<file path="src/hw/rtl/spq_pkg.sv">
`timescale 1ns / 1ps
// ----------------------------------------------------------------------------
// spq_pkg
// Shared types and codes for the stable sorted priority queue.
// ----------------------------------------------------------------------------
package spq_pkg;

  // Request commands.
  localparam logic CMD_ENQ = 1'b0;
  localparam logic CMD_DEQ = 1'b1;

  // Result status codes.
  typedef enum logic [1:0] {
    ST_DONE  = 2'd0,
    ST_EMPTY = 2'd1,
    ST_FULL  = 2'd2
  } status_t;

  // Per-cycle control broadcast to every cell in the row.
  typedef struct packed {
    logic enq;  // insert the new entry this cycle
    logic deq;  // remove the head this cycle
  } cell_ctl_t;

endpackage

</file>
<file path="src/hw/rtl/spq_cell.sv">
`timescale 1ns / 1ps
// ----------------------------------------------------------------------------
// spq_cell
// One slot of the sorted row: holds an entry and trades it with neighbors.
// ----------------------------------------------------------------------------
module spq_cell
  import spq_pkg::*;
#(
  parameter int PRIORITY_BITS = 8,
  parameter int PAYLOAD_BITS  = 32
) (
  input  logic                     clk,
  input  cell_ctl_t                ctl,
  input  logic                     occupied,
  input  logic [PRIORITY_BITS-1:0] new_prio,
  input  logic [PAYLOAD_BITS-1:0]  new_payload,
  input  logic                     prev_keep,
  input  logic [PRIORITY_BITS-1:0] prev_prio,
  input  logic [PAYLOAD_BITS-1:0]  prev_payload,
  input  logic [PRIORITY_BITS-1:0] next_prio,
  input  logic [PAYLOAD_BITS-1:0]  next_payload,
  output logic                     keep,
  output logic [PRIORITY_BITS-1:0] prio,
  output logic [PAYLOAD_BITS-1:0]  payload
);

  logic [PRIORITY_BITS-1:0] prio_r, prio_nxt;
  logic [PAYLOAD_BITS-1:0]  payload_r, payload_nxt;

  // A stored entry of greater or equal priority stays ahead of a new one.
  assign keep = occupied && (prio_r >= new_prio);

  always_comb begin
    prio_nxt    = prio_r;
    payload_nxt = payload_r;
    if (ctl.enq && !keep) begin
      // The first cell that does not keep takes the new entry; later cells
      // shift down by one.
      if (prev_keep) begin
        prio_nxt    = new_prio;
        payload_nxt = new_payload;
      end else begin
        prio_nxt    = prev_prio;
        payload_nxt = prev_payload;
      end
    end else if (ctl.deq) begin
      prio_nxt    = next_prio;
      payload_nxt = next_payload;
    end
  end

  always_ff @(posedge clk) begin
    prio_r    <= prio_nxt;
    payload_r <= payload_nxt;
  end

  assign prio    = prio_r;
  assign payload = payload_r;

endmodule

</file>
<file path="src/hw/rtl/spq_out_buf.sv">
`timescale 1ns / 1ps
// ----------------------------------------------------------------------------
// spq_out_buf
// Output register with a skid slot, so a stalled result does not block input.
// ----------------------------------------------------------------------------
module spq_out_buf #(
  parameter int W = 48
) (
  input  logic         clk,
  input  logic         rst_n,
  input  logic         push,
  input  logic [W-1:0] push_data,
  output logic         can_push,
  output logic         out_valid,
  input  logic         out_ready,
  output logic [W-1:0] out_data
);

  logic         main_v_r, main_v_nxt;
  logic         skid_v_r, skid_v_nxt;
  logic [W-1:0] main_d_r, main_d_nxt;
  logic [W-1:0] skid_d_r, skid_d_nxt;
  logic         pop;

  assign pop      = main_v_r && out_ready;
  assign can_push = !skid_v_r;

  always_comb begin
    main_v_nxt = main_v_r;
    skid_v_nxt = skid_v_r;
    main_d_nxt = main_d_r;
    skid_d_nxt = skid_d_r;
    if (push) begin
      // Skid is empty here, so the new result goes to the front if it frees.
      if (!main_v_r || pop) begin
        main_v_nxt = 1'b1;
        main_d_nxt = push_data;
      end else begin
        skid_v_nxt = 1'b1;
        skid_d_nxt = push_data;
      end
    end else if (pop) begin
      main_v_nxt = skid_v_r;
      main_d_nxt = skid_d_r;
      skid_v_nxt = 1'b0;
    end
  end

  always_ff @(posedge clk) begin
    if (!rst_n) begin
      main_v_r <= 1'b0;
      skid_v_r <= 1'b0;
    end else begin
      main_v_r <= main_v_nxt;
      skid_v_r <= skid_v_nxt;
    end
    main_d_r <= main_d_nxt;
    skid_d_r <= skid_d_nxt;
  end

  assign out_valid = main_v_r;
  assign out_data  = main_d_r;

endmodule

</file>
<file path="src/hw/rtl/stable_sorted_priority_queue_core.sv">
`timescale 1ns / 1ps
// ----------------------------------------------------------------------------
// stable_sorted_priority_queue_core
// Bounded priority queue kept sorted in a row of shifting cells.
// ----------------------------------------------------------------------------
// Usage:
//   Requests arrive on in_tvalid/in_tready/in_tdata. Each one is an enqueue
//   (priority and payload) or a dequeue of the head. Entries sit in a row of
//   cells in descending priority, ties in arrival order; an enqueue drops in
//   behind every entry of greater or equal priority, a dequeue shifts the row
//   up toward cell 0.
//   Every request gives exactly one result on out_tvalid/out_tready/out_tdata:
//   status, dequeued priority and payload (zero unless a dequeue succeeded),
//   the empty flag and the entry count after the request.
//   Throughput: one request per cycle while in_tready is high. All cells
//   compare and move in the same cycle as the request is accepted, so the cell
//   row update is the only work. The result is registered in the output buffer.
//   A stalled receiver is absorbed by an output register plus a skid slot;
//   in_tready drops only once both hold undelivered results.
//   Reset (rst_n low, synchronous) empties the queue and the result buffer.
//   The cell contents are not cleared; only the occupied cells are read.
// ----------------------------------------------------------------------------
module stable_sorted_priority_queue_core
  import spq_pkg::*;
#(
  parameter int QUEUE_DEPTH   = 16,
  parameter int PRIORITY_BITS = 8,
  parameter int PAYLOAD_BITS  = 32,
  localparam int CW   = $clog2(QUEUE_DEPTH + 1),
  localparam int IN_W = ((1 + PRIORITY_BITS + PAYLOAD_BITS + 7) / 8) * 8,
  localparam int OUT_W = ((2 + PRIORITY_BITS + PAYLOAD_BITS + 1 + CW + 7) / 8) * 8
) (
  input  logic            clk,
  input  logic            rst_n,
  input  logic            in_tvalid,
  output logic            in_tready,
  // From bit 0: command, priority_req, payload, zero pad.
  input  logic [IN_W-1:0] in_tdata,
  output logic            out_tvalid,
  input  logic            out_tready,
  // From bit 0: status, out_priority, out_payload, is_empty, entry_count, pad.
  output logic [OUT_W-1:0] out_tdata
);

  localparam int RES_W = 2 + PRIORITY_BITS + PAYLOAD_BITS + 1 + CW;

  logic                     in_cmd;
  logic [PRIORITY_BITS-1:0] in_prio;
  logic [PAYLOAD_BITS-1:0]  in_payload;
  logic                     accept;
  logic                     is_full, is_empty_now;

  logic [CW-1:0] count_r, count_nxt;
  cell_ctl_t     ctl;
  status_t       status;

  logic [PRIORITY_BITS-1:0] cell_prio    [QUEUE_DEPTH];
  logic [PAYLOAD_BITS-1:0]  cell_payload [QUEUE_DEPTH];
  logic [QUEUE_DEPTH-1:0]   cell_keep;

  logic [PRIORITY_BITS-1:0] res_prio;
  logic [PAYLOAD_BITS-1:0]  res_payload;
  logic [RES_W-1:0]         res;

  assign in_cmd     = in_tdata[0];
  assign in_prio    = in_tdata[PRIORITY_BITS:1];
  assign in_payload = in_tdata[PRIORITY_BITS+PAYLOAD_BITS:PRIORITY_BITS+1];

  assign accept       = in_tvalid && in_tready;
  assign is_full      = (count_r == CW'(QUEUE_DEPTH));
  assign is_empty_now = (count_r == '0);

  always_comb begin
    ctl       = '0;
    status    = ST_DONE;
    count_nxt = count_r;
    if (accept) begin
      if (in_cmd == CMD_ENQ) begin
        if (is_full) begin
          status = ST_FULL;
        end else begin
          ctl.enq   = 1'b1;
          count_nxt = count_r + CW'(1);
        end
      end else begin
        if (is_empty_now) begin
          status = ST_EMPTY;
        end else begin
          ctl.deq   = 1'b1;
          count_nxt = count_r - CW'(1);
        end
      end
    end
  end

  always_ff @(posedge clk) begin
    if (!rst_n) begin
      count_r <= '0;
    end else begin
      count_r <= count_nxt;
    end
  end

  for (genvar i = 0; i < QUEUE_DEPTH; i++) begin : g_cell
    logic                     occ;
    logic                     prev_keep;
    logic [PRIORITY_BITS-1:0] prev_prio, next_prio;
    logic [PAYLOAD_BITS-1:0]  prev_payload, next_payload;

    assign occ = (CW'(i) < count_r);

    if (i == 0) begin : g_first
      assign prev_keep    = 1'b1;
      assign prev_prio    = in_prio;
      assign prev_payload = in_payload;
    end else begin : g_mid
      assign prev_keep    = cell_keep[i-1];
      assign prev_prio    = cell_prio[i-1];
      assign prev_payload = cell_payload[i-1];
    end

    if (i == QUEUE_DEPTH - 1) begin : g_last
      assign next_prio    = cell_prio[i];
      assign next_payload = cell_payload[i];
    end else begin : g_inner
      assign next_prio    = cell_prio[i+1];
      assign next_payload = cell_payload[i+1];
    end

    spq_cell #(
      .PRIORITY_BITS(PRIORITY_BITS),
      .PAYLOAD_BITS (PAYLOAD_BITS)
    ) u_cell (
      .clk         (clk),
      .ctl         (ctl),
      .occupied    (occ),
      .new_prio    (in_prio),
      .new_payload (in_payload),
      .prev_keep   (prev_keep),
      .prev_prio   (prev_prio),
      .prev_payload(prev_payload),
      .next_prio   (next_prio),
      .next_payload(next_payload),
      .keep        (cell_keep[i]),
      .prio        (cell_prio[i]),
      .payload     (cell_payload[i])
    );
  end

  assign res_prio    = ctl.deq ? cell_prio[0] : '0;
  assign res_payload = ctl.deq ? cell_payload[0] : '0;
  assign res = {count_nxt, (count_nxt == '0), res_payload, res_prio, status};

  spq_out_buf #(
    .W(OUT_W)
  ) u_out_buf (
    .clk      (clk),
    .rst_n    (rst_n),
    .push     (accept),
    .push_data(OUT_W'(res)),
    .can_push (in_tready),
    .out_valid(out_tvalid),
    .out_ready(out_tready),
    .out_data (out_tdata)
  );

endmodule

</file>
<file path="config.mk">
export PLATFORM = sky130hd
export DESIGN_NAME = stable_sorted_priority_queue_core
export DESIGN_NICKNAME = d
export VERILOG_FILES = /design/src/hw/rtl/spq_pkg.sv /design/src/hw/rtl/spq_cell.sv /design/src/hw/rtl/spq_out_buf.sv /design/src/hw/rtl/stable_sorted_priority_queue_core.sv
export SDC_FILE = /design/constraint.sdc
export NUM_CORES = 2
export LEC_CHECK = 0
export ABC_CLOCK_PERIOD_IN_PS = 12900
export CAP_MARGIN = 40
export CORE_MARGIN = 4
export CORE_UTILIZATION = 64
export CTS_BUF_LIST = sky130_fd_sc_hd__clkbuf_4
export DETAILED_ROUTE_END_ITERATION = 10
export DONT_BUFFER_PORTS = 1
export PLACE_DENSITY_LB_ADDON = 0.15
export RECOVER_POWER = 100
export SETUP_SLACK_MARGIN = 0.2
export SLEW_MARGIN = 20
export SYNTH_ARGS = -nofsm -noshare
export SYNTH_HDL_FRONTEND = slang
export SYNTH_SLANG_ARGS = --single-unit
export TNS_END_PERCENT = 100
</file>
<file path="constraint.sdc">
create_clock -name clk -period 12.9 [get_ports clk]
set_input_delay 2.58 -clock clk [delete_from_list [all_inputs] [get_ports clk]]
set_output_delay 2.58 -clock clk [all_outputs]
set_load 0.02 [all_outputs]
</file>
After elaboration in Yosys (flattened, before gate mapping) --
Cells that the tools add are included.
Word-level totals: input port bits 52, register bits 743, logic and storage cells 262, output and inout port bits 50
Operators by class: multiplexer cells 113, $lt $le $gt $ge 32, bitwise gates (word level) 1, reductions and logical operators 74, equal/unequal tests 3, add/subtract/negate cells 2
Operators by type and width (number):
- 32-bit 2-to-1 mux | 46
- 8-bit 2-to-1 mux | 46
- 48-bit 2-to-1 mux | 3
- 8-bit >= comparator | 16
- 4-bit by 5-bit < comparator with 1-bit output (first input constant) | 8
- 1-bit logical AND | 34
- 2-bit nonzero test | 16
- 3-bit by 5-bit < comparator with 1-bit output (first input constant) | 4
- 5-bit 2-to-1 mux | 4
- 1-bit logical NOT | 18
- 1-bit 2-to-1 mux | 11
- 5-bit logical NOT | 2
- 1-bit by 5-bit < comparator with 1-bit output (first input constant) | 2
- 2-bit by 5-bit < comparator with 1-bit output (first input constant) | 2
- 2-bit 2-to-1 mux | 3
- 2-bit AND reduction | 3
- 5-bit by 1-bit adder with 5-bit output (second input constant) | 1
- 5-bit == test (second input constant) | 1
- 5-bit by 1-bit subtractor with 5-bit output (second input constant) | 1
- 2-bit by 1-bit != test with 1-bit output (second input constant) | 1
- 2-bit != test (second input constant) | 1
- 1-bit logical OR | 1
- 1-bit NOT | 1

Logic depth before layout (Yosys ltp) --
depth in word-level cells 7, depth in mapped cells 13, gate-level depth less buffers 8

Modules after synthesis --
A second synthesis with hierarchy kept.
Unflattened totals: cells, all modules 2883, area total of the unflattened synthesis 46362.0 µm²
By module, submodules not included:
- spq_cell (g_cell[0].u_cell ...) | seq. area each 1201.2 µm², cells each 162, times used 10, area an instance 2593.7 µm²
- spq_cell (g_cell[4].u_cell ...) | seq. area each 1201.2 µm², cells each 161, times used 6, area an instance 2613.8 µm²
- spq_out_buf | seq. area each 2922.8 µm², cells each 164, times used 1, area an instance 3803.6 µm²
- stable_sorted_priority_queue_core | seq. area each 100.1 µm², cells each 133, times used 1, area an instance 938.4 µm²

Worst setup path after synthesis --
No wires, ideal clock.
path kind input to register, from input in_tvalid, to register u_out_buf.main_d_r[0], in the netlist u_out_buf.out_data[0] (enable), data arrival time 6.545 ns, path buffers 2, setup time 0.520 ns, cell stages on the path 4, setup slack 5.835 ns, required time 12.380 ns, path through nand2b_1 > buf_1 > clkbuf_1 > o21ai_0
Between the ends: cells in the longest elaborated chain, start to end 3, elaborated cells between the ends (all ways) 4, those cells by class eq/ne (1); reduce/logical (3)
RTL lines:
- start, declared | RTL line stable_sorted_priority_queue_core.sv:35 | input logic in_tvalid,
- 1-bit logical AND (*) | RTL line stable_sorted_priority_queue_core.sv:69 | assign accept = in_tvalid && in_tready;
- 2-bit by 1-bit != test with 1-bit output (no source line) or 2-bit nonzero test (tied branches)
- 2-bit AND reduction (no source line) (*)
- end signal, assigned | RTL line spq_out_buf.sv:57 | main_d_r <= main_d_nxt;
- end, declared | RTL line spq_out_buf.sv:21 | logic [W-1:0] main_d_r, main_d_nxt;
Mark *: on every way between the ends. The rest lies on a longest branch, timed or not. A chain may end at the register's enable or synchronous reset.

Final worst setup path --
from input in_tvalid, to register g_cell[1].u_cell.payload_r[6] (enable)
Between the ends: cells in the longest elaborated chain, start to end 4
RTL lines:
- 1-bit logical AND (*) | RTL line stable_sorted_priority_queue_core.sv:69
- 2-bit 2-to-1 mux (*) | RTL line stable_sorted_priority_queue_core.sv:77 | if (accept) begin
- 1-bit logical AND | RTL line spq_cell.sv:36 | if (ctl.enq && !keep) begin
- 2-bit nonzero test (no source line) (*)
- end signal, assigned | RTL line spq_cell.sv:54 | payload_r <= payload_nxt;
- end, declared | RTL line spq_cell.sv:28 | logic [PAYLOAD_BITS-1:0] payload_r, payload_nxt;
Marks and branches as above.

==> summary by stage <==
Critical path
The most numerous cell type found on the critical path is clkbuf_1. The worst setup path is launched from an input port. The delay of the slowest cell on the worst path is 2.09 ns.

Data arrives at the worst endpoint at between 9 and 10 ns. For this design, the slowest cell found on the critical path is clkbuf_1. The data required time at the worst endpoint is between 10 and 15 ns. The critical setup path kind is in2reg. The signal on the critical path passes through nand2b_2, clkbuf_1, nor2_1, and2_0, clkbuf_1, o21ai_4, clkbuf_1, nand2_1, buf_4. The worst setup path is captured at a flip-flop. In this run the worst path has a maximum fanout of around 80.

CTS
The worst-case clock buffer depth is 3. After clock tree synthesis, the flow added hold-fix buffers numbering 0. In this run the clock root is driven by a clkbuf_4. The insertion delay to the later sink of the worst-skew pair is roughly 1 ns.

The clock drives 743 sinks. Clock-pin slew was measured on the worst setup and hold paths at 0.06 ns. In this run, post-CTS repair resized a total of 0 instances. The post-CTS setup buffer count is 0.

TritonCTS created 190 clock buffers. The CTS tree is done. In this run the number of H-tree levels came out at 4.

Global routing
The largest net degree at the start of global routing is 82. The global-route wire length before repair is roughly 140 mm. Global routing finished with a remaining overflow of 0. The number of antenna violations at the first check in global routing came to 2.

The global router's overall resource usage is 0.263. The number of global-route vias before repair is approximately 25000.

Pwr
The post-route total power is 6.68 mW. The analysis attributes to cell leakage a power of between 15 and 20 nW. The worst IR drop on VDD is 88.5 µV. The power density over the cells is ~160 nW/µm².

Final layout
The end-of-flow core utilization is 0.691. In the final layout, the share of cells above drive strength 1 is 0.127. The area growth from synthesis to layout is 6.34%. In the layout the commonest cells are 736 x edfxtp_1, 554 x nand2_1, 554 x mux2i_1. The post-route cell area is between 40000 and 50000 µm².

Leaving out fill and tap cells, the most frequent cell in the layout is edfxtp_1. The post-layout net count is 3540.

Job
Max-cap violations in this run came to 31.

Synth
By area the synthesized netlist is led by edfxtp_1 56%, mux2i_1 14%, o21ai_0 6.6%, nand2_1 5.3%, ha_1 4.2%. Each instance of the synthesized netlist takes up on average 11.8 µm². The post-synthesis instance area is 39500 µm². For this run, the leading register cell type out of synthesis is edfxtp_1. Synthesis instantiated 60 different standard cells from the library. The fraction of synthesis flops using an asynchronous set or reset pin is 0. The share of synthesized area in the top cell type comes to 0.560. The share of the yosys chip area belonging to registers is 0.564. For this run, the number of Yosys warnings is 0. The cell taking the most area after synthesis is edfxtp_1. The total nets after synthesis is 3529. Synthesis handed over a netlist of between 3000 and 4000 instances. Yosys mapped a number of flops with a built-in enable equal to about 740. Counting flops and latches in the post-synthesis netlist gives between 700 and 800.

Place
After detailed placement, the total cell area comes to approximately 40000 µm². Detailed placement ended at an HPWL of 59.3 mm. The placer's final routability congestion estimate is 0.859. Buffers placed on the I/O ports in this run total 0.

STA
For the final database, setup skew stands at 0.0565 ns. The number of failing hold endpoints at the final stage is 0. The number of setup violations in the final report is 0. Final hold analysis gives a worst-case slack of slightly above 0.5 ns.

The post-route fraction of the period consumed by the critical path is 0.664. The worst slew margin relative to its limit is -1.41. Setup repair after global routing left no endpoint under its margin. For the pin with the worst max-slew slack, the measured transition is 3.62 ns. The final critical delay including setup and external delays is 8.56 ns. The max-slew violation count came to 1672.

Derived from the worst setup path, the maximum achievable clock frequency is 117 MHz. The final total negative setup slack is 0 ns.

Detailed routing
After detailed routing, the number of vias per cell comes to 6.07. The number of search-and-repair iterations in the first detailed-routing pass is 6. The final route contains 26000 vias.

The post-detailed-routing wire length is 88.4 mm. The count of antenna-violating nets left after detailed routing is 0. The detailed router finished its first iteration with roughly 2500 violations. The number of DRC violations after detailed routing is 0. The average routed wire per standard cell is 20.6 µm.

Die
The die covers approximately 66000 µm². Pin placement for this block handled ~100 I/O pins. The row count is 90. The die extent in x is 256 µm. The initial utilization of the core area, before any placement, comes to 0.650.

The core box area is 60700 µm². The die is 256 µm tall.

Min path
The type of the tightest min-delay check is reg2reg.

Outcome
The checks that failed: max-capacitance violations, max-slew violations. The run finished, with violations left.
synthesized netlist by cell type, drive strengths merged (2+ instances only):
master,count
buf,127
or2,7
inv,30
o21a,3
a21o,44
nand4,2
xnor2,4
edfxtp,736
ha,132
a21oi,144
a211oi,13
o21ai,541
clkbuf,118
nand2,556
a311oi,2
and3,4
a21boi,2
a41oi,2
nand3,2
a2111oi,2
nor3b,3
mux2,74
mux2i,554
and2,45
nor2b,17
nor3,17
nand2b,7
nor2,135
a31oi,3
dfxtp,7
layout make-up:
class	count	area, µm²
inverter	30	113
sequential	743	22200
timing repair buffer	64	412
tap	782	978
multi-input combinational	2327	15800
antenna	2	5.00
clock inverter	54	297
fill	4506	18700
clock buffer	281	2110
flip-flops by register name, indices dropped and copies added (netlist names):
name,flops
u_out_buf.out_valid,1
u_out_buf.skid_d_r,48
g_cell.u_cell.payload,512
g_cell.u_cell.prio,128
u_out_buf.out_data,48
count_r,5
u_out_buf.skid_v_r,1
kinds of logic after synthesis:
| kind of cell | after synthesis | synth area share |
|---|---|---|
| buffers and inverters | 275 | 0.0342 |
| and+or+nand+nor | 798 | 0.0855 |
| xor gates and xnor gates | 5 | 0.00111 |
| adders and majority gates | 132 | 0.0419 |
| AOI/OAI and AO/OA | 764 | 0.109 |
| muxes | 628 | 0.165 |
| DFF | 743 | 0.564 |
final timing paths:
kind / start / endpoint / slack [ns] / cells past startpoint
max: in_tvalid / g_cell[1].u_cell.payload[6] / 4.34 / 9
min: u_out_buf.skid_d_r[39] / u_out_buf.out_data[39] / 0.52 / 1
max reg2reg: u_out_buf.skid_v_r / g_cell[1].u_cell.payload[6] / 5.44 / 9
min reg2reg: u_out_buf.skid_d_r[39] / u_out_buf.out_data[39] / 0.52 / 1
worst max-delay path: cells and delay by family:
family	cells	cell delay (ns)
buffers and inverters	4	5.02
AND/OR/NAND/NOR	4	1.36
AO/OA/AOI/OAI	1	0.22
through the flow:
stage	setup slack [ns]	cells
2_1_floorplan	5.84	3345
4_1_cts	7.56	4276
3_3_place_gp	6.50	3938
5_1_grt	3.67	4282
6_report	4.34	4283
3_5_place_dp	6.44	3941
report_power, final:
part / leakage [nW] / internal (mW) / switching [mW] / total [mW]
combinational: 6.87 / 0.486 / 0.800 / 1.29
sequential: 7.08 / 3.17 / 0.225 / 3.40
clock: 1.43 / 1.04 / 0.956 / 1.99
total: 15.4 / 4.70 / 1.98 / 6.68
routing by layer:
layer / GRT usage / wire [µm]
met1: 0.392 / 40700
met2: 0.390 / 38300
met3: 0.0610 / 7710
met4: 0.0792 / 1620
met5: 0 / 0
Note: power is estimated with default switching activity, not from simulation.
